**src/sv/box_filter_mean_top_macros.svh**
```systemverilog
// Assertion helpers shared by the filter modules.
`ifndef BOX_FILTER_MEAN_TOP_MACROS_SVH
`define BOX_FILTER_MEAN_TOP_MACROS_SVH

// Same-cycle implication, disabled while reset is held.
`define BFM_ASSERT_IMP(label, ck, rn, ante, cons, msg) \
    label: assert property (@(posedge ck) disable iff (!rn) (ante) |-> (cons)) \
        else $error(msg);

// Next-cycle implication, disabled while reset is held.
`define BFM_ASSERT_NXT(label, ck, rn, ante, cons, msg) \
    label: assert property (@(posedge ck) disable iff (!rn) (ante) |=> (cons)) \
        else $error(msg);

`endif

```
**src/sv/bfm_pkg.sv**
```systemverilog
package bfm_pkg;

    localparam int DEF_MAX_WINDOW = 15;
    localparam int DEF_MAX_WIDTH  = 1024;

    localparam int WIN_W   = 4;
    localparam int FW_W    = 11;
    localparam int ROW_W   = 12;
    localparam int CH_W    = 8;
    localparam int PIX_W   = 3 * CH_W;
    localparam int S_W     = WIN_W - 1;
    localparam int N_W     = 2 * WIN_W;
    localparam int SUM_W   = 16;
    localparam int CIDX_W  = 4;
    localparam int CDAT_W  = ROW_W;
    localparam int FIFO_DEPTH = 2;

    localparam logic OP_PIXEL = 1'b0;
    localparam logic OP_DRAIN = 1'b1;

    typedef enum logic [CIDX_W-1:0] {
        REG_WINDOW_SIZE  = 4'd0,
        REG_FRAME_WIDTH  = 4'd1,
        REG_FRAME_HEIGHT = 4'd2,
        REG_COLOR_MODE   = 4'd3
    } cfg_reg_t;

    typedef enum logic [2:0] {
        B_IDLE,
        B_SUM,
        B_LAST,
        B_PREP,
        B_DIV,
        B_DONE
    } back_state_t;

    typedef struct packed {
        logic              filter_on;
        logic              color;
        logic [WIN_W-1:0]  win;
        logic [S_W-1:0]    half;
        logic [N_W-1:0]    area;
        logic [FW_W-1:0]   width;
        logic [ROW_W-1:0]  height;
    } filt_cfg_t;

endpackage

```
**src/sv/bfm_job_fifo.sv**
```systemverilog
`include "box_filter_mean_top_macros.svh"

module bfm_job_fifo
    import bfm_pkg::*;
#(
    parameter int DATA_W = 8
)
(
    input  logic              clk,
    input  logic              rst_n,
    input  logic              push,
    input  logic [DATA_W-1:0] push_data,
    input  logic              pop,
    output logic [DATA_W-1:0] pop_data,
    output logic              empty,
    output logic              full
);

    localparam int PTR_W = $clog2(FIFO_DEPTH);
    localparam int CNT_W = $clog2(FIFO_DEPTH + 1);

    logic [DATA_W-1:0] slot_q [FIFO_DEPTH];
    logic [PTR_W-1:0]  wr_ptr_reg;
    logic [PTR_W-1:0]  rd_ptr_reg;
    logic [CNT_W-1:0]  count_reg;

    assign empty    = (count_reg == '0);
    assign full     = (count_reg == CNT_W'(FIFO_DEPTH));
    assign pop_data = slot_q[rd_ptr_reg];

    always_ff @(posedge clk)
    begin
        if (push)
        begin
            slot_q[wr_ptr_reg] <= push_data;
        end
    end

    always_ff @(posedge clk or negedge rst_n)
    begin
        if (!rst_n)
        begin
            wr_ptr_reg <= '0;
            rd_ptr_reg <= '0;
            count_reg  <= '0;
        end
        else
        begin
            if (push)
            begin
                wr_ptr_reg <= (wr_ptr_reg == PTR_W'(FIFO_DEPTH - 1)) ? '0
                                                                      : wr_ptr_reg + PTR_W'(1);
            end
            if (pop)
            begin
                rd_ptr_reg <= (rd_ptr_reg == PTR_W'(FIFO_DEPTH - 1)) ? '0
                                                                      : rd_ptr_reg + PTR_W'(1);
            end
            if (push && !pop)
            begin
                count_reg <= count_reg + CNT_W'(1);
            end
            else if (pop && !push)
            begin
                count_reg <= count_reg - CNT_W'(1);
            end
        end
    end

    `BFM_ASSERT_IMP(a_no_overflow, clk, rst_n, push, !full, "job queue overflow")
    `BFM_ASSERT_IMP(a_no_underflow, clk, rst_n, pop, !empty, "job queue underflow")

endmodule

```
**config.mk**
```make
export PLATFORM = sky130hd
export DESIGN_NAME = bfm_job_fifo
export DESIGN_NICKNAME = d
export VERILOG_FILES = /design/src/sv/bfm_pkg.sv /design/src/sv/bfm_job_fifo.sv
export VERILOG_INCLUDE_DIRS = /design/src /design/src/sv
export SDC_FILE = /design/constraint.sdc
export NUM_CORES = 1
export LEC_CHECK = 0
export ABC_AREA = 0
export BUFFER_PORTS_ARGS = -buffer_cell sky130_fd_sc_hd__buf_2
export CELL_PAD_IN_SITES_DETAIL_PLACEMENT = 0
export CELL_PAD_IN_SITES_GLOBAL_PLACEMENT = 2
export CORE_MARGIN = 1.5
export CORE_UTILIZATION = 34
export CTS_CLUSTER_DIAMETER = 40
export CTS_CLUSTER_SIZE = 24
export DETAILED_ROUTE_END_ITERATION = 7
export GPL_TIMING_DRIVEN = 0
export HOLD_SLACK_MARGIN = 0.15
export PLACE_DENSITY = 0.83
export SLEW_MARGIN = 40
export SYNTH_ARGS = -nofsm -noshare
export SYNTH_HDL_FRONTEND = slang
export SYNTH_SLANG_ARGS = --single-unit
```
**constraint.sdc**
```tcl
create_clock -name clk -period 1.4 [get_ports clk]
set_input_delay 0.07 -clock clk [delete_from_list [all_inputs] [get_ports clk]]
set_output_delay 0.07 -clock clk [all_outputs]
set_load 0.05 [all_outputs]
```
==> impl_metrics.env <==
export IMPL_status="completed"
export IMPL_ys_ff_latch=20
export IMPL_viasPerCell=4.34
export IMPL_die_width_um=50.6
export IMPL_synthTopCellsByCount="16 x edfxtp_1, 8 x mux2_2, 4 x dfrtp_1, 4 x xor2_1, 2 x nor2_1"
export IMPL_p_int_mw=1.42
export IMPL_synth_top_area_share_pct=62.3
export IMPL_hp_class="in -> reg"
export IMPL_async_flop_share_pct=20.0
export IMPL_power_switching_mw=0.914
export IMPL_post_route_util_pct=52.0
export IMPL_core_um2=2170
export IMPL_die_h_um=50.6
export IMPL_cts_tree="built"
export IMPL_max_slew_margin_pct=72.4
export IMPL_postRouteWirelength_um=1140
export IMPL_io_pins=22
export IMPL_crit_type="reg -> out"
export IMPL_r2r_start="wr_ptr_reg"
export IMPL_power_share_sequential_pct=37.6
export IMPL_synth_seq_area_share_pct=75.3
export IMPL_worstPathArrival_ns=1.29
export IMPL_p_per_area_nw_per_um2=2070
export IMPL_routed_via_count=464
export IMPL_max_freq_mhz=733
export IMPL_gp_congestion=0.649
export IMPL_synthesis_area_um2=771
export IMPL_pwr_share_clk_pct=13.7
export IMPL_yosysTopAreaCell="edfxtp_1"
export IMPL_rsz0062_at_grt="yes"
export IMPL_peakVddDrop_uv=999
export IMPL_cts_buffer_depth=2
export IMPL_grt_pass1_vias=471
export IMPL_final_hold_violation_count=0
export IMPL_dp_cells=90
export IMPL_insertion_delay_ns=0.29
export IMPL_reg2reg_to="slot_q[0][1]"
export IMPL_drtAntennaViolNets=0
export IMPL_layout_drive_gt1_share_pct=46.8
export IMPL_cts_root_buf="clkbuf_4"
export IMPL_synthTopCellsByArea="edfxtp_1 62%, dfrtp_1 13%, mux2_2 12%"
export IMPL_fill_cells=206
export IMPL_cts_buffers_inserted=3
export IMPL_synth_warning_count=0
export IMPL_cap_violations=0
export IMPL_r2r_cells=1
export IMPL_hold_depth=3
export IMPL_max_slew_worst_pin_slew_ns=0.412
export IMPL_grt_usage_pct=11.0
export IMPL_hp_start="pop"
export IMPL_fin_skew_ns=0.00597
export IMPL_p_sw_share_pct=39.2
export IMPL_rows=17
export IMPL_start_kind="register"
export IMPL_antenna_found_initial=0
export IMPL_dr_first_iter_drc_count=3
export IMPL_syn_nets=54
export IMPL_start_util_pct=35.5
export IMPL_diodes=0
export IMPL_cp_required_ns=1.33
export IMPL_fin_area_um2=1130
export IMPL_fin_cells=107
export IMPL_grt_start_max_net_pins=12
export IMPL_worstHoldEndpoint="rd_ptr_reg"
export IMPL_area_growth_pct=46.3
export IMPL_drc=0
export IMPL_dieArea_um2=2560
export IMPL_p_leak_nw=0.460
export IMPL_ff2ff_setup_slack_ns=0.28
export IMPL_io_buffers=21
export IMPL_yosysUniqueCellTypes=12
export IMPL_dpl_cell_area_um2=911
export IMPL_layout_nets=93
export IMPL_grt_first_pass_wirelength_um=1970
export IMPL_clkTransAtPathRegs_ns=0.10
export IMPL_wl_per_cell_um=10.7
export IMPL_comb_power_share_pct=48.8
export IMPL_yosysMostFrequentCell="edfxtp_1"
export IMPL_period_minus_slack_ns=1.36
export IMPL_finalCritPeriodShare_pct=97.5
export IMPL_dr_pass1_iters=4
export IMPL_grt_overflow_total=0
export IMPL_crit_fanout=9
export IMPL_cts_sinks=20
export IMPL_dominantRegCellSynth="edfxtp_1"
export IMPL_cp_end_kind="output port"
export IMPL_setup_viol=0
export IMPL_largest_reg_flops=16
export IMPL_finalMaxSlewViolations=0
export IMPL_syn_inst=41
export IMPL_synth_edf_count=16
export IMPL_avgSynthCellArea_um2=18.8
export IMPL_cts_htree_levels=1
## cell families (layout without fill, tap and decap cells)
logic type | after synthesis | count (layout) | synth area share (%)
XOR/XNOR | 5 | 5 | 5.68
adder cells (fa/ha/maj) | 1 | 1 | 1.62
buffers and inverters | 2 | 40 | 1.95
flip-flops | 20 | 20 | 75.3
multiplexers | 8 | 8 | 11.7
AND/OR/NAND/NOR | 5 | 5 | 3.74
## per-stage QoR
stage          total power [mW]  setup TNS, ns  hold WS, ns  worst slack, ns
6_report                   2.33              0        0.496           0.0356
5_1_grt                    2.44         -0.210        0.493          -0.0336
4_1_cts                    2.36              0        0.474           0.0122
3_5_place_dp               1.84              0       -0.116           0.0756
3_3_place_gp               1.83              0       -0.119           0.0540
2_1_floorplan              1.66              0       -0.226            0.238
## power by group through the flow
stage | combinational, mW | clock (mW) | sequential (mW)
after global placement | 0.950 | 0 | 0.882
after detailed placement | 0.954 | 0 | 0.888
after global routing | 1.20 | 0.351 | 0.897
after floorplan | 0.783 | 0 | 0.873
final | 1.14 | 0.319 | 0.875
after CTS | 1.14 | 0.340 | 0.876
## routing by layer
layer | track usage (%) | vias to the layer above | wire length [um]
li1 | - | 224 | -
met1 | 12.4 | 220 | 457
met2 | 18.0 | 17 | 596
met3 | 2.68 | 3 | 57
met4 | 8.11 | 0 | 29
met5 | 0 | - | 0
## area by class of cell
| type | count | area, um2 | share of cell area (%) |
|---|---|---|---|
| buffer | 1 | 11.3 | 0.999 |
| clock buffer | 4 | 36.3 | 3.22 |
| inverter | 1 | 3.75 | 0.333 |
| multi-input combinational | 19 | 178 | 15.8 |
| sequential | 20 | 581 | 51.5 |
| tap | 28 | 35.0 | 3.11 |
| timing repair buffer | 34 | 283 | 25.1 |
## critical path, stage by stage (launching register included)
cell,delay (ns)
dfrtp_1,0.36
buf_6,0.14
mux2_2,0.35
buf_6,0.15
## layout by cell type, fill, tap and decap left out, types with 2 or more instances in the layout
cell type      instances
edfxtp_1              16
buf_2                 13
dlygate4sd3_1         12
buf_6                  9
mux2_2                 8
xor2_1                 4
dfrtp_1                4
clkbuf_4               3
nor2_1                 2
## worst max-delay path by stage
stage	from	to	slack, ns	depth (start not counted)
CTS	rd_ptr_reg	pop_data[6]	0.01	3
global route	rd_ptr_reg	pop_data[0]	-0.03	3
global placement	wr_ptr_reg	slot_q[0][1]	0.05	1
floorplan	wr_ptr_reg	slot_q[0][0]	0.24	1
finish	rd_ptr_reg	pop_data[0]	0.04	3
detailed placement	wr_ptr_reg	slot_q[0][3]	0.08	1
## what timing repair did
| action | CTS | global route |
|---|---|---|
| buffers inserted | 1 | 0 |
| gates resized for setup | 16 | 1 |
| endpoints found under the setup margin | 8 | 16 |
| hold buffers | 12 | 0 |
| endpoints found under the hold margin | 23 | 0 |
Power figures use the tool's default switching activity.
