==> src/sv/box_filter_mean_top_macros.svh <==
// Assertion helpers shared by the filter modules.
`ifndef BOX_FILTER_MEAN_TOP_MACROS_SVH
`define BOX_FILTER_MEAN_TOP_MACROS_SVH

// Same-cycle implication, disabled while reset is held.
`define BFM_ASSERT_IMP(label, ck, rn, ante, cons, msg) \
    label: assert property (@(posedge ck) disable iff (!rn) (ante) |-> (cons)) \
        else $error(msg);

// Next-cycle implication, disabled while reset is held.
`define BFM_ASSERT_NXT(label, ck, rn, ante, cons, msg) \
    label: assert property (@(posedge ck) disable iff (!rn) (ante) |=> (cons)) \
        else $error(msg);

`endif

==> src/sv/bfm_pkg.sv <==
package bfm_pkg;

    localparam int DEF_MAX_WINDOW = 15;
    localparam int DEF_MAX_WIDTH  = 1024;

    localparam int WIN_W   = 4;
    localparam int FW_W    = 11;
    localparam int ROW_W   = 12;
    localparam int CH_W    = 8;
    localparam int PIX_W   = 3 * CH_W;
    localparam int S_W     = WIN_W - 1;
    localparam int N_W     = 2 * WIN_W;
    localparam int SUM_W   = 16;
    localparam int CIDX_W  = 4;
    localparam int CDAT_W  = ROW_W;
    localparam int FIFO_DEPTH = 2;

    localparam logic OP_PIXEL = 1'b0;
    localparam logic OP_DRAIN = 1'b1;

    typedef enum logic [CIDX_W-1:0] {
        REG_WINDOW_SIZE  = 4'd0,
        REG_FRAME_WIDTH  = 4'd1,
        REG_FRAME_HEIGHT = 4'd2,
        REG_COLOR_MODE   = 4'd3
    } cfg_reg_t;

    typedef enum logic [2:0] {
        B_IDLE,
        B_SUM,
        B_LAST,
        B_PREP,
        B_DIV,
        B_DONE
    } back_state_t;

    typedef struct packed {
        logic              filter_on;
        logic              color;
        logic [WIN_W-1:0]  win;
        logic [S_W-1:0]    half;
        logic [N_W-1:0]    area;
        logic [FW_W-1:0]   width;
        logic [ROW_W-1:0]  height;
    } filt_cfg_t;

endpackage

==> src/sv/bfm_back.sv <==
`include "box_filter_mean_top_macros.svh"

module bfm_back
    import bfm_pkg::*;
#(
    parameter int MAX_WINDOW = DEF_MAX_WINDOW,
    parameter int MAX_WIDTH  = DEF_MAX_WIDTH
)
(
    input  logic                                             clk,
    input  logic                                             rst_n,
    input  filt_cfg_t                                        cfg,
    input  logic                                             fifo_empty,
    output logic                                             pop,
    input  logic [ROW_W+$clog2(MAX_WIDTH)+$clog2(MAX_WINDOW):0] pop_data,
    output logic                                             back_idle,
    output logic                                             mem_re,
    output logic [$clog2(MAX_WINDOW)+$clog2(MAX_WIDTH)-1:0]  mem_raddr,
    input  logic [PIX_W-1:0]                                 mem_rdata,
    output logic                                             out_valid,
    input  logic                                             out_stall,
    output logic [CH_W-1:0]                                  out_a,
    output logic [CH_W-1:0]                                  out_b,
    output logic [CH_W-1:0]                                  out_c,
    output logic                                             frame_end
);

    localparam int CW    = $clog2(MAX_WIDTH);
    localparam int SLW   = $clog2(MAX_WINDOW);
    localparam int TOK_W = ROW_W + CW + SLW + 1;
    localparam int CNT_W = $clog2(SUM_W);

    back_state_t state_reg;
    back_state_t state_next;

    logic [ROW_W-1:0] tok_row;
    logic [CW-1:0]    tok_col;
    logic [SLW-1:0]   tok_slot;
    logic             tok_last;
    logic             tok_interior;
    logic [CW-1:0]    start_col;
    logic [SLW-1:0]   start_slot;

    logic             last_reg;
    logic             interior_reg;
    logic [WIN_W-1:0] span_reg;
    logic [WIN_W-1:0] i_reg;
    logic [WIN_W-1:0] j_reg;
    logic [CW-1:0]    col_x_reg;
    logic [CW-1:0]    col_st_reg;
    logic [SLW-1:0]   slot_y_reg;
    logic             rd_vld_reg;
    logic [PIX_W-1:0] pix_reg;
    logic [CNT_W-1:0] cnt_reg;

    logic [2:0][SUM_W-1:0] sum_reg;
    logic [2:0][SUM_W-1:0] dvd_reg;
    logic [2:0][N_W-1:0]   rem_reg;

    logic             out_valid_reg;
    logic [CH_W-1:0]  out_a_reg;
    logic [CH_W-1:0]  out_b_reg;
    logic [CH_W-1:0]  out_c_reg;
    logic             frame_end_reg;

    logic             out_load;
    logic             win_end;

    function automatic logic [N_W+SUM_W-1:0] div_step(input logic [N_W-1:0]   rem,
                                                       input logic [SUM_W-1:0] dvd,
                                                       input logic [N_W-1:0]   den);
        logic [N_W:0] rem_sh;
        logic         ge;
        logic [N_W:0] diff;
        rem_sh = {rem, dvd[SUM_W-1]};
        ge     = (rem_sh >= {1'b0, den});
        diff   = rem_sh - {1'b0, den};
        return {ge ? diff[N_W-1:0] : rem_sh[N_W-1:0], dvd[SUM_W-2:0], ge};
    endfunction

    assign tok_last = pop_data[0];
    assign tok_slot = pop_data[SLW:1];
    assign tok_col  = pop_data[SLW+CW:SLW+1];
    assign tok_row  = pop_data[TOK_W-1:SLW+CW+1];

    assign tok_interior = cfg.filter_on &&
                          (32'(tok_row) >= 32'(cfg.half)) &&
                          (32'(tok_row) + 32'(cfg.half) < 32'(cfg.height)) &&
                          (32'(tok_col) >= 32'(cfg.half)) &&
                          (32'(tok_col) + 32'(cfg.half) < 32'(cfg.width));

    assign start_col = tok_interior ? (tok_col - CW'(cfg.half)) : tok_col;

    always_comb
    begin
        if (!tok_interior)
        begin
            start_slot = tok_slot;
        end
        else if (32'(tok_slot) >= 32'(cfg.half))
        begin
            start_slot = SLW'(32'(tok_slot) - 32'(cfg.half));
        end
        else
        begin
            start_slot = SLW'(32'(tok_slot) + MAX_WINDOW - 32'(cfg.half));
        end
    end

    assign win_end = (i_reg == span_reg - WIN_W'(1)) && (j_reg == span_reg - WIN_W'(1));

    always_comb
    begin
        state_next = state_reg;
        case (state_reg)
            B_IDLE:
            begin
                if (!fifo_empty)
                begin
                    state_next = B_SUM;
                end
            end
            B_SUM:
            begin
                if (win_end)
                begin
                    state_next = B_LAST;
                end
            end
            B_LAST:
            begin
                state_next = interior_reg ? B_PREP : B_DONE;
            end
            B_PREP:
            begin
                state_next = B_DIV;
            end
            B_DIV:
            begin
                if (cnt_reg == CNT_W'(SUM_W - 1))
                begin
                    state_next = B_DONE;
                end
            end
            B_DONE:
            begin
                if (!out_valid_reg || !out_stall)
                begin
                    state_next = B_IDLE;
                end
            end
            default:
            begin
                state_next = B_IDLE;
            end
        endcase
    end

    always_comb
    begin
        pop       = 1'b0;
        mem_re    = 1'b0;
        out_load  = 1'b0;
        back_idle = 1'b0;
        case (state_reg)
            B_IDLE:
            begin
                back_idle = 1'b1;
                pop       = !fifo_empty;
            end
            B_SUM:
            begin
                mem_re = 1'b1;
            end
            B_DONE:
            begin
                out_load = !out_valid_reg || !out_stall;
            end
            default:
            begin
                pop = 1'b0;
            end
        endcase
    end

    assign mem_raddr = {slot_y_reg, col_x_reg};

    always_ff @(posedge clk or negedge rst_n)
    begin
        if (!rst_n)
        begin
            state_reg  <= B_IDLE;
            rd_vld_reg <= 1'b0;
        end
        else
        begin
            state_reg  <= state_next;
            rd_vld_reg <= mem_re;
        end
    end

    // window walk: columns inner, rows outer
    always_ff @(posedge clk)
    begin
        if (pop)
        begin
            last_reg     <= tok_last;
            interior_reg <= tok_interior;
            span_reg     <= tok_interior ? cfg.win : WIN_W'(1);
            i_reg        <= '0;
            j_reg        <= '0;
            col_x_reg    <= start_col;
            col_st_reg   <= start_col;
            slot_y_reg   <= start_slot;
        end
        else if (state_reg == B_SUM)
        begin
            if (i_reg == span_reg - WIN_W'(1))
            begin
                i_reg      <= '0;
                col_x_reg  <= col_st_reg;
                j_reg      <= j_reg + WIN_W'(1);
                slot_y_reg <= (slot_y_reg == SLW'(MAX_WINDOW - 1)) ? '0
                                                                   : slot_y_reg + SLW'(1);
            end
            else
            begin
                i_reg     <= i_reg + WIN_W'(1);
                col_x_reg <= col_x_reg + CW'(1);
            end
        end
    end

    always_ff @(posedge clk)
    begin
        if (pop)
        begin
            sum_reg <= '0;
        end
        else if (rd_vld_reg)
        begin
            pix_reg <= mem_rdata;
            for (int k = 0; k < 3; k++)
            begin
                sum_reg[k] <= sum_reg[k] + SUM_W'(mem_rdata[k*CH_W +: CH_W]);
            end
        end
    end

    // restoring divide, one quotient bit per cycle on all three channels
    always_ff @(posedge clk)
    begin
        if (state_reg == B_PREP)
        begin
            cnt_reg <= '0;
            for (int k = 0; k < 3; k++)
            begin
                dvd_reg[k] <= sum_reg[k] + (cfg.color ? SUM_W'(cfg.area >> 1) : '0);
                rem_reg[k] <= '0;
            end
        end
        else if (state_reg == B_DIV)
        begin
            cnt_reg <= cnt_reg + CNT_W'(1);
            for (int k = 0; k < 3; k++)
            begin
                {rem_reg[k], dvd_reg[k]} <= div_step(rem_reg[k], dvd_reg[k], cfg.area);
            end
        end
    end

    always_ff @(posedge clk or negedge rst_n)
    begin
        if (!rst_n)
        begin
            out_valid_reg <= 1'b0;
        end
        else if (out_load)
        begin
            out_valid_reg <= 1'b1;
        end
        else if (!out_stall)
        begin
            out_valid_reg <= 1'b0;
        end
    end

    always_ff @(posedge clk)
    begin
        if (out_load)
        begin
            frame_end_reg <= last_reg;
            out_a_reg     <= interior_reg ? dvd_reg[0][CH_W-1:0] : pix_reg[CH_W-1:0];
            if (cfg.color)
            begin
                out_b_reg <= interior_reg ? dvd_reg[1][CH_W-1:0] : pix_reg[2*CH_W-1:CH_W];
                out_c_reg <= interior_reg ? dvd_reg[2][CH_W-1:0] : pix_reg[3*CH_W-1:2*CH_W];
            end
            else
            begin
                out_b_reg <= '0;
                out_c_reg <= '0;
            end
        end
    end

    assign out_valid = out_valid_reg;
    assign out_a     = out_a_reg;
    assign out_b     = out_b_reg;
    assign out_c     = out_c_reg;
    assign frame_end = frame_end_reg;

    `BFM_ASSERT_NXT(a_sum_reads, clk, rst_n, state_reg == B_SUM, rd_vld_reg, "window read lost")
    `BFM_ASSERT_IMP(a_div_interior, clk, rst_n, state_reg == B_DIV, interior_reg,
                    "divide started for an edge pixel")
    `BFM_ASSERT_IMP(a_win_bound, clk, rst_n, state_reg == B_SUM,
                    (i_reg < span_reg) && (j_reg < span_reg), "window walk out of range")

endmodule

==> config.mk <==
export PLATFORM = sky130hd
export DESIGN_NAME = bfm_back
export DESIGN_NICKNAME = d
export VERILOG_FILES = /design/src/sv/bfm_pkg.sv /design/src/sv/bfm_back.sv
export VERILOG_INCLUDE_DIRS = /design/src /design/src/sv
export SDC_FILE = /design/constraint.sdc
export NUM_CORES = 1
export LEC_CHECK = 0
export BUFFER_PORTS_ARGS = -buffer_cell sky130_fd_sc_hd__buf_2
export CORE_ASPECT_RATIO = 1.25
export CORE_MARGIN = 2
export CORE_UTILIZATION = 35
export DETAILED_ROUTE_END_ITERATION = 10
export PLACE_DENSITY = 0.58
export SLEW_MARGIN = 0
export SYNTH_ARGS = -nofsm -noshare
export SYNTH_HDL_FRONTEND = slang
export SYNTH_SLANG_ARGS = --single-unit
==> constraint.sdc <==
create_clock -name clk -period 2.61 [get_ports clk]
set_input_delay 0.261 -clock clk [delete_from_list [all_inputs] [get_ports clk]]
set_output_delay 0.261 -clock clk [all_outputs]
set_load 0.005 [all_outputs]
==> results of run 1 <==
## critical path, cell delays in order
cell        delay [ns]
buf_8             0.08
clkinvlp_4        0.09
ha_4              0.28
inv_2             0.04
a21oi_2           0.14
o21bai_2          0.13
nor2b_4           0.15
xor2_1            0.16
ha_1              0.31
and4_4            0.19
a2111oi_4         0.28
o41a_1            0.19
o2111a_2          0.25
nand3_4           0.11
o311a_1           0.34
a211o_1           0.22
## final cells by class
cell class | count | area, µm² | area share
Clock buffer | 34 | 699 | 0.0403
Clock inverter | 10 | 101 | 0.00584
Inverter | 88 | 343 | 0.0197
Multi-Input combinational cell | 1098 | 7900 | 0.455
Sequential cell | 216 | 5620 | 0.324
Tap cell | 498 | 623 | 0.0359
Timing Repair Buffer | 303 | 2070 | 0.119
## power breakdown
part	internal [mW]	leakage (nW)	switching [mW]
Clock	2.06	0.398	1.43
Combinational	3.06	5.09	3.83
Sequential	5.03	1.94	0.770
## logic make-up after synthesis
family / count (synthesis)
simple gates: 478
compound gates: 325
flops: 216
buf+inv: 148
fa+ha+maj: 125
xor+xnor: 116
mux: 54
## per-stage QoR
step	setup TNS [ns]	cell area [µm²]	std cells
floorplan	-15.37	13900	1462
global placement	-31.18	15900	2164
detailed placement	-34.79	15900	2164
CTS	-7.19	17200	2246
global route	-9.01	17400	2247
finish	-4.72	17400	2247
## worst max path at each step
stage,startpoint,endpoint,slack (ns)
final,cfg[32],col_x_reg[4],-0.32
after detailed placement,cfg[32],col_x_reg[5],-1.17
after CTS,cfg[32],col_x_reg[4],-0.38
after global routing,cfg[32],col_x_reg[5],-0.45
after global placement,cfg[32],col_x_reg[5],-1.07
after floorplan,cfg[32],col_x_reg[5],-0.87
## synth_stat cells, drive strengths merged, types with 14 or more instances
| master | number |
|---|---|
| a211oi | 20 |
| a21o | 23 |
| a21oi | 64 |
| and2 | 15 |
| clkbuf | 49 |
| dfxtp | 84 |
| edfxtp | 127 |
| fa | 14 |
| ha | 111 |
| inv | 87 |
| mux2i | 43 |
| nand2 | 139 |
| nand2b | 14 |
| nand3 | 39 |
| nand4 | 25 |
| nor2 | 127 |
| nor2b | 38 |
| nor3 | 34 |
| o21ai | 113 |
| xnor2 | 71 |
| xor2 | 45 |
## metal layers
| metal | vias to the layer above | track usage |
|---|---|---|
| li1 | 5770 | - |
| met1 | 5336 | 0.199 |
| met2 | 226 | 0.315 |
| met3 | 65 | 0.0226 |
| met4 | 0 | 0.0661 |
| met5 | - | 0 |
## what timing repair did
action | CTS | global route
resized for setup | 23 | 40
endpoints found under the setup margin | 29 | 50
pin swaps | 28 | 22
hold buffers | 27 | 0
setup buffers | 11 | 4
hold endpoints to repair | 31 | 0
==> out/summary.txt, run 1 <==
startpoint types - primary input
number of global-route vias before repair - 11500
distinct cell type count after synthesis - 75
IO buf count - 137
core box area - 39000 µm²
FFs w/ async S/R, synth - 0.0231
fin util - 0.445
Clk Tree Root Cell - clkbuf_16
first-pass iteration count of the detailed router - 5
Vias - 11400
cell row count - 81
layout cells sized above 1 - 0.222
IO Pins - 138
worst r2r path cells - 10
Top Metal Used - met4
Worst Hold Class - primary input to flip-flop
Final Hold Fails - 0
R2R setup slack - 0.14 ns
total track usage - 0.170
synthesized area per cell - 9.43 µm²
CTS Buffer Depth - 3
max_cap viols - 0
remaining global-route overflow - 0
Clock Pin Slew Worst Setup and Hold Paths - 0.06 ns
hold path depth - 2
P&R area growth vs syn - 25.9%
Horiz. Die Dim - 182 µm
post-layout net count - 1951
cell area power density - 932 nW/µm²
CTS tree - done
synth top area cells - edfxtp_1 (28%), dfxtp_1 (12%), ha_1 (10%)
Hold Path Sink - span_reg[2]
Diodes inserted - 0
H-Tree Depth - 1
reg2reg start - sum_reg[0]
Critical Path Fanout Max - 3
area leader, netlist - edfxtp_1
TritonCTS Sinks - 216
Yosys warnings - 0
Slew headroom - 0.570
clock buffer count from CTS - 24
min cycle time layout - 2.93 ns
clock latency on the worst-skew pair - 0.53 ns
XOR/XNOR Fraction of Synth Area - 0.0737
Synth Flop Type - edfxtp_1
Max Slew Vio Count - 0
post-place setup slack - -1.17 ns
Fmax - 0.342 GHz
Data required, critical path - 2.89 ns
total power - 16.2 mW
routed len/inst - 15.5 µm
EDFF count, synth - 127
Compound-Gate Fraction of Synth Area - 0.150
RePlAce Congestion - 0.888
chip height - 226 µm
Cell Area, Synth - 13800 µm²
kind of critical path - primary input to flip-flop
DIE AREA - 41000 µm²
Synth Register Bits - 216
most common cell after layout, fill and taps aside - nand2_1
Leak - 7.42 nW
post-synthesis adder-cell area fraction - 0.121
vias per cell - 5.07
Final setup viols - 28
Routed met1 length - 15000 µm
final antenna-violating net count - 0
reg-to-reg endpoint - dvd_reg[12]
initial antenna violation count - 0
syn_nets - 1682
Min Hold Slack - 0.0268 ns
initial drt markers - 507
share of the synthesized area in the top cell type - 0.277
Synth Area in Simple Gates - 0.166
Initial Util - 0.353
dpl hpwl - 26400 µm
status - finished, violations left
Setup crit end kind - flip-flop
Remaining DRCs - 0
largest family of logic cells by synthesized area - simple AND/OR/NAND/NOR gates
largest net degree at the start of global routing - 49
RSZ-0062 raised after global routing - true
mux cell area share after synthesis - 0.0405
met3 wire len - 1350 µm
Hold Path Origin - cfg[36]
Final WS setup - -0.317 ns
first-pass GRT wire length - 56900 µm
commonest non-fill, non-tap cells in the layout - nand2_1 (138), buf_2 (133), buf_4 (133)
Routed WL - 34900 µm
critical path arrival - 3.21 ns
Setup Skew - 0.0124 ns
Fillers - 3771
Slew @ Worst Pin - 0.644 ns
violated checks - negative setup slack
Final Cycle Share - 1.12
instance count of the mapped netlist - 1462
Worst VDD drop - 0.475 mV
sequential area share after synthesis - 0.408
met2 WL - 17400 µm
Note: power is estimated with default switching activity, not from simulation.
==> run 2: changes to the inputs <==
SETUP_SLACK_MARGIN = 0.15   (was not set)
==> run 2 against run 1 <==
  * Cell count is 0.76% higher
  * Critical path type unchanged
  * Clock skew is 0.0013 ns lower
  * Routed wire length rose by 2.6%
  * The run still ends with negative setup slack left
  * Flip-flop and latch count did not move
==> out/summary.txt, run 2 (same netlist as run 1, synthesis figures left out) <==
number of global-route vias before repair - 11600 (+0.087%)
DIE AREA - 41000 µm² (unchanged)
CTS Buffer Depth - 3 (unchanged)
Leak - 7.60 nW (+2.4%)
H-Tree Depth - 1 (unchanged)
P&R area growth vs syn - 30.2%
IO Pins - 138 (unchanged)
Initial Util - 0.353 (unchanged)
TritonCTS Sinks - 216 (unchanged)
Worst Hold Class - primary input to flip-flop
most common cell after layout, fill and taps aside - buf_4
Slew headroom - 0.544 (-0.0261)
total track usage - 0.170 (-0.000348)
Data required, critical path - 2.89 ns (about the same)
Fmax - 0.339 GHz (-0.80%)
routed len/inst - 15.8 µm (+1.8%)
Critical Path Fanout Max - 3 (unchanged)
Final Cycle Share - 1.13 (+0.00901)
kind of critical path - primary input to flip-flop
vias per cell - 5.07 (about the same)
Area after DPL - 16000 µm² (+0.70%)
critical path arrival - 3.23 ns (+0.02 ns)
Worst VDD drop - 0.439 mV (-7.7%)
Setup Skew - 0.0111 ns (-0.00134 ns)
Non-Filler Instances - 2264 (+0.76%)
layout cells sized above 1 - 0.258 (+0.0358)
post-place setup slack - -1.21 ns (-0.0384 ns)
initial antenna violation count - 0 (unchanged)
status - finished, violations left
Horiz. Die Dim - 182 µm (unchanged)
dpl hpwl - 26700 µm (+1.5%)
remaining global-route overflow - 0 (unchanged)
IO buf count - 137 (unchanged)
cell area power density - 936 nW/µm² (+0.44%)
Final WS setup - -0.341 ns (-0.0235 ns)
Final setup viols - 29 (+3.6%)
Inst Count DP - 2171 (+0.32%)
RePlAce Congestion - 0.846 (-4.8%)
CTS tree - done
core box area - 39000 µm² (unchanged)
total power - 16.8 mW (+3.9%)
first-pass iteration count of the detailed router - 5 (unchanged)
initial drt markers - 501 (-1.2%)
commonest non-fill, non-tap cells in the layout - buf_4 (136), nand2_1 (134), buf_2 (133)
largest net degree at the start of global routing - 71 (+45%)
max_cap viols - 0 (unchanged)
cell row count - 81 (unchanged)
Max Slew Vio Count - 0 (unchanged)
RSZ-0062 raised after global routing - true
Setup crit end kind - flip-flop
final antenna-violating net count - 0 (unchanged)
chip height - 226 µm (unchanged)
clock buffer count from CTS - 24 (unchanged)
Slew @ Worst Pin - 0.683 ns (+0.0392 ns)
cell area after layout - 18000 µm² (+3.4%)
first-pass GRT wire length - 56600 µm (-0.37%)
Diodes inserted - 0 (unchanged)
Final Hold Fails - 0 (unchanged)
Remaining DRCs - 0 (unchanged)
Clock Pin Slew Worst Setup and Hold Paths - 0.06 ns (about the same)
clock latency on the worst-skew pair - 0.53 ns (about the same)
Routed WL - 35800 µm (+2.6%)
post-layout net count - 1968 (+0.87%)
Vias - 11500 (+0.73%)
min cycle time layout - 2.95 ns (+0.0235 ns)
startpoint types - primary input
violated checks - negative setup slack
Clk Tree Root Cell - clkbuf_16
-- run 2: changes by cell type in the layout (fill, tap and decap cells not counted), moves of 4 or more --
cell | previous run | this run
a21oi_1 | 59 | 55
o21ai_0 | 107 | 102
nand2_2 | 1 | 5
buf_6 | 7 | 16
clkbuf_1 | 5 | 1
and2_4 | 0 | 4
ha_1 | 105 | 98
ha_4 | 5 | 9
and2_1 | 15 | 11
nand2_1 | 138 | 134
-- run 2: final timing paths --
check                                to  depth (start not counted)  slack, ns   startpoint
min reg2reg                   frame_end                          0       0.42     last_reg
min                         span_reg[0]                          2       0.03      cfg[34]
max in group asynchronous  state_reg[2]                          2       2.37        rst_n
min in group asynchronous    rd_vld_reg                          2       0.10        rst_n
max reg2reg                 dvd_reg[45]                          9       0.26  sum_reg[33]
max                        col_x_reg[4]                         14      -0.34      cfg[31]
-- run 2: per-layer routing --
| metal | share of wire | global-route usage |
|---|---|---|
| met3 | 0.039 | 0.0231 |
| met4 | 0.034 | 0.0698 |
| met1 | 0.43 | 0.198 |
| met2 | 0.50 | 0.312 |
| met5 | 0 | 0 |
-- run 2: stage by stage --
stage / hold WS (ns) / util / setup TNS (ns)
2_1_floorplan: -0.0346 / - / -15.37
3_3_place_gp: 0.0886 / 0.411 / -28.59
3_5_place_dp: 0.0879 / 0.411 / -32.24
4_1_cts: 0.00532 / 0.448 / -6.07
5_1_grt: 0.0223 / 0.460 / -9.04
6_report: 0.0327 / 0.460 / -5.64
-- run 2: where the power goes --
part	internal (mW)	total [mW]	leakage, nW	switching (mW)
clock	2.23	3.69	0.417	1.45
sequential	5.03	5.83	1.94	0.798
combinational	3.31	7.28	5.25	3.97
total	10.6	16.8	7.60	6.23
-- run 2: area by class of cell --
type / instances / area [µm²]
Inverter: 88 / 354
Tap cell: 498 / 623
Clock inverter: 15 / 188
Timing Repair Buffer: 320 / 2280
Clock buffer: 29 / 671
Multi-Input combinational cell: 1098 / 8210
Fill cell: 3671 / 21100
Sequential cell: 216 / 5630
-- run 2: critical path: stages --
cell and delay, ns:
buf_8 0.10, ha_4 0.16, fa_2 0.37, a21o_1 0.23, nand4_1 0.12, nor2_1 0.07, ha_1 0.31, and4_4 0.22
a2111oi_4 0.27, o41a_1 0.19, o2111a_2 0.25, nand3_4 0.11, o311a_1 0.31, a211o_1 0.26
-- run 2: timing repair --
action                                 in CTS  in global routing
hold buffers                               27                  0
setup endpoints to repair                  39                 82
setup buffers                              15                  7
pin swaps                                  42                 39
endpoints found under the hold margin      31                  0
gates cloned                                0                  0
gates resized for setup                    46                 88
==> run 3: changes to the inputs <==
SKIP_CTS_REPAIR_TIMING = 1   (was not set)
==> run 3 against run 2 <==
  * The flow still finishes with violations (negative setup slack)
  * First-iteration DRC count is 8.4% lower
  * Largest cell class unchanged
  * Sequential power hardly changed
  * Largest power group unchanged
  * Cell count is 0.18% lower
  * Power is 0.47% lower
  * Core utilization is 0.40 points lower
  * Fmax is 3.1% lower
  * Clock skew hardly changed
  * Die area stayed put
==> out/summary.txt, run 3 (same netlist as run 1, synthesis figures left out) <==
routed len/inst - 15.8 µm (-0.28%)
kind of critical path - primary input to flip-flop
Hold Path Sink - span_reg[0]
Min Hold Slack - 0.0320 ns (-0.000627 ns)
Fillers - 3706 (+0.95%)
largest net degree at the start of global routing - 71 (unchanged)
post-layout net count - 1964 (-0.20%)
dpl hpwl - 26700 µm (unchanged)
sequential power share - 0.348 (about the same)
number of global-route vias before repair - 11300 (-2.1%)
DIE AREA - 41000 µm² (unchanged)
clock buffer count from CTS - 24 (unchanged)
Crit-path slowest cell - o311a_1
Sw Share - 0.371 (+0.000560)
initial drt markers - 459 (-8.4%)
Vias - 11400 (-0.38%)
max_cap viols - 0 (unchanged)
P_sw - 6.21 mW (-0.32%)
most common cell after layout, fill and taps aside - buf_4
Horiz. Die Dim - 182 µm (unchanged)
status - finished, violations left
crit-path most repeated cell - a21o_1
P&R area growth vs syn - 29.1%
Remaining DRCs - 0 (unchanged)
R2R setup slack - 0.23 ns (-0.03 ns)
first-pass GRT wire length - 55900 µm (-1.4%)
Data required, critical path - 2.88 ns (about the same)
Final Hold Fails - 0 (unchanged)
Slew headroom - 0.541 (-0.00361)
IO Pins - 138 (unchanged)
cell area power density - 940 nW/µm² (+0.40%)
chip height - 226 µm (unchanged)
Cell Int Power - 10.5 mW (-0.55%)
layout cells sized above 1 - 0.252 (-0.00566)
Leak - 7.53 nW (-0.96%)
Clock power frac - 0.221 (+0.002)
Final Cycle Share - 1.17 (+0.0365)
remaining global-route overflow - 0 (unchanged)
Max Slew Vio Count - 0 (unchanged)
initial antenna violation count - 0 (unchanged)
final antenna-violating net count - 0 (unchanged)
startpoint types - primary input
Crit. path cell count - 17 (+3)
Slew @ Worst Pin - 0.689 ns (+0.00542 ns)
cell family with most CP delay - compound AO/OA/AOI/OAI gates
crit-path cells - buf_8 -> clkinvlp_4 -> buf_6 -> ha_4 -> o21bai_1 -> a21o_1 -> nand3_2 -> xnor2_2 -> ha_1 -> a21o_1 -> a21oi_2 -> o21ai_2 -> o221ai_2 -> buf_4 -> nand3_4 -> o311a_1 -> a211o_1
CP bufs+invs - 4 (+3)
reg-to-reg endpoint - sum_reg[31]
TritonCTS Sinks - 216 (unchanged)
Critical Path Fanout Max - 4 (+1)
CTS tree - done
Worst VDD drop - 0.437 mV (-0.37%)
Fmax - 0.328 GHz (-3.1%)
min cycle time layout - 3.05 ns (+0.0953 ns)
Clock Pin Slew Worst Setup and Hold Paths - 0.06 ns (about the same)
Worst Hold Class - primary input to flip-flop
hold path depth - 2 (unchanged)
Routed WL - 35700 µm (-0.45%)
CTS Buffer Depth - 3 (unchanged)
RSZ-0062 raised after global routing - true
H-Tree Depth - 1 (unchanged)
Final WS setup - -0.436 ns (-0.0954 ns)
total track usage - 0.168 (-0.00216)
RePlAce Congestion - 0.846 (unchanged)
slowest stage delay, CP - 0.35 ns (-0.02 ns)
commonest non-fill, non-tap cells in the layout - buf_4 (138), nand2_1 (135), buf_2 (134)
critical path arrival - 3.32 ns (+0.09 ns)
combinational share of power - 0.431 (-0.002)
core box area - 39000 µm² (unchanged)
violated checks - negative setup slack
Final setup viols - 29 (unchanged)
fin util - 0.456 (-0.00398)
Setup crit end kind - flip-flop
Area after DPL - 16000 µm² (unchanged)
cell area after layout - 17800 µm² (-0.86%)
IO buf count - 137 (unchanged)
reg2reg start - sum_reg[17]
first-pass iteration count of the detailed router - 5 (unchanged)
Initial Util - 0.353 (unchanged)
worst r2r path cells - 8 (-1)
cell row count - 81 (unchanged)
vias per cell - 5.06 (-0.21%)
Hold Path Origin - cfg[34]
Diodes inserted - 0 (unchanged)
Clk Tree Root Cell - clkbuf_16
Setup Skew - 0.0111 ns (+0.0000721 ns)
clock latency on the worst-skew pair - 0.53 ns (about the same)
run 3: how the worst max path moves through the flow:
stage | start | endpoint | slack (ns)
after floorplan | cfg[32] | col_x_reg[5] | -0.87
after global placement | cfg[32] | col_x_reg[5] | -1.10
after detailed placement | cfg[32] | col_x_reg[5] | -1.21
after CTS | cfg[32] | col_x_reg[5] | -0.66
after global routing | cfg[32] | col_x_reg[4] | -0.56
final | cfg[32] | col_x_reg[4] | -0.44
run 3: layer usage:
metal / global-route usage / vias to the layer above / share of wire
met5: 0 / - / 0
met2: 0.307 / 222 / 0.50
met4: 0.0685 / 0 / 0.034
li1: - / 5806 / -
met3: 0.0242 / 54 / 0.038
met1: 0.196 / 5354 / 0.43
run 3: final cells by class:
type                    count  area (µm²)  area share
repair buffers            316        2220       0.125
clock inverters            15         188      0.0105
flip-flops and latches    216        5630       0.316
inverters                  88         345      0.0194
well taps                 498         623      0.0350
clock buffers              29         671      0.0377
multi-input cells        1098        8130       0.457
run 3: power by group through the flow:
| stage | Sequential, mW | Clock, mW | Combinational, mW |
|---|---|---|---|
| floorplan | 5.62 | 0 | 4.73 |
| finish | 5.82 | 3.69 | 7.21 |
| detailed placement | 5.87 | 0 | 6.91 |
| global route | 5.97 | 3.92 | 8.09 |
| global placement | 5.83 | 0 | 6.76 |
| CTS | 5.80 | 3.81 | 6.94 |
run 3: through the flow:
step	setup TNS, ns	power, mW	setup slack, ns	std cells
final	-8.21	16.7	-0.436	2260
after CTS	-12.81	16.6	-0.660	2215
after floorplan	-15.37	10.4	-0.870	1462
after detailed placement	-32.24	12.8	-1.21	2171
after global placement	-28.59	12.6	-1.10	2171
after global routing	-11.65	18.0	-0.557	2260
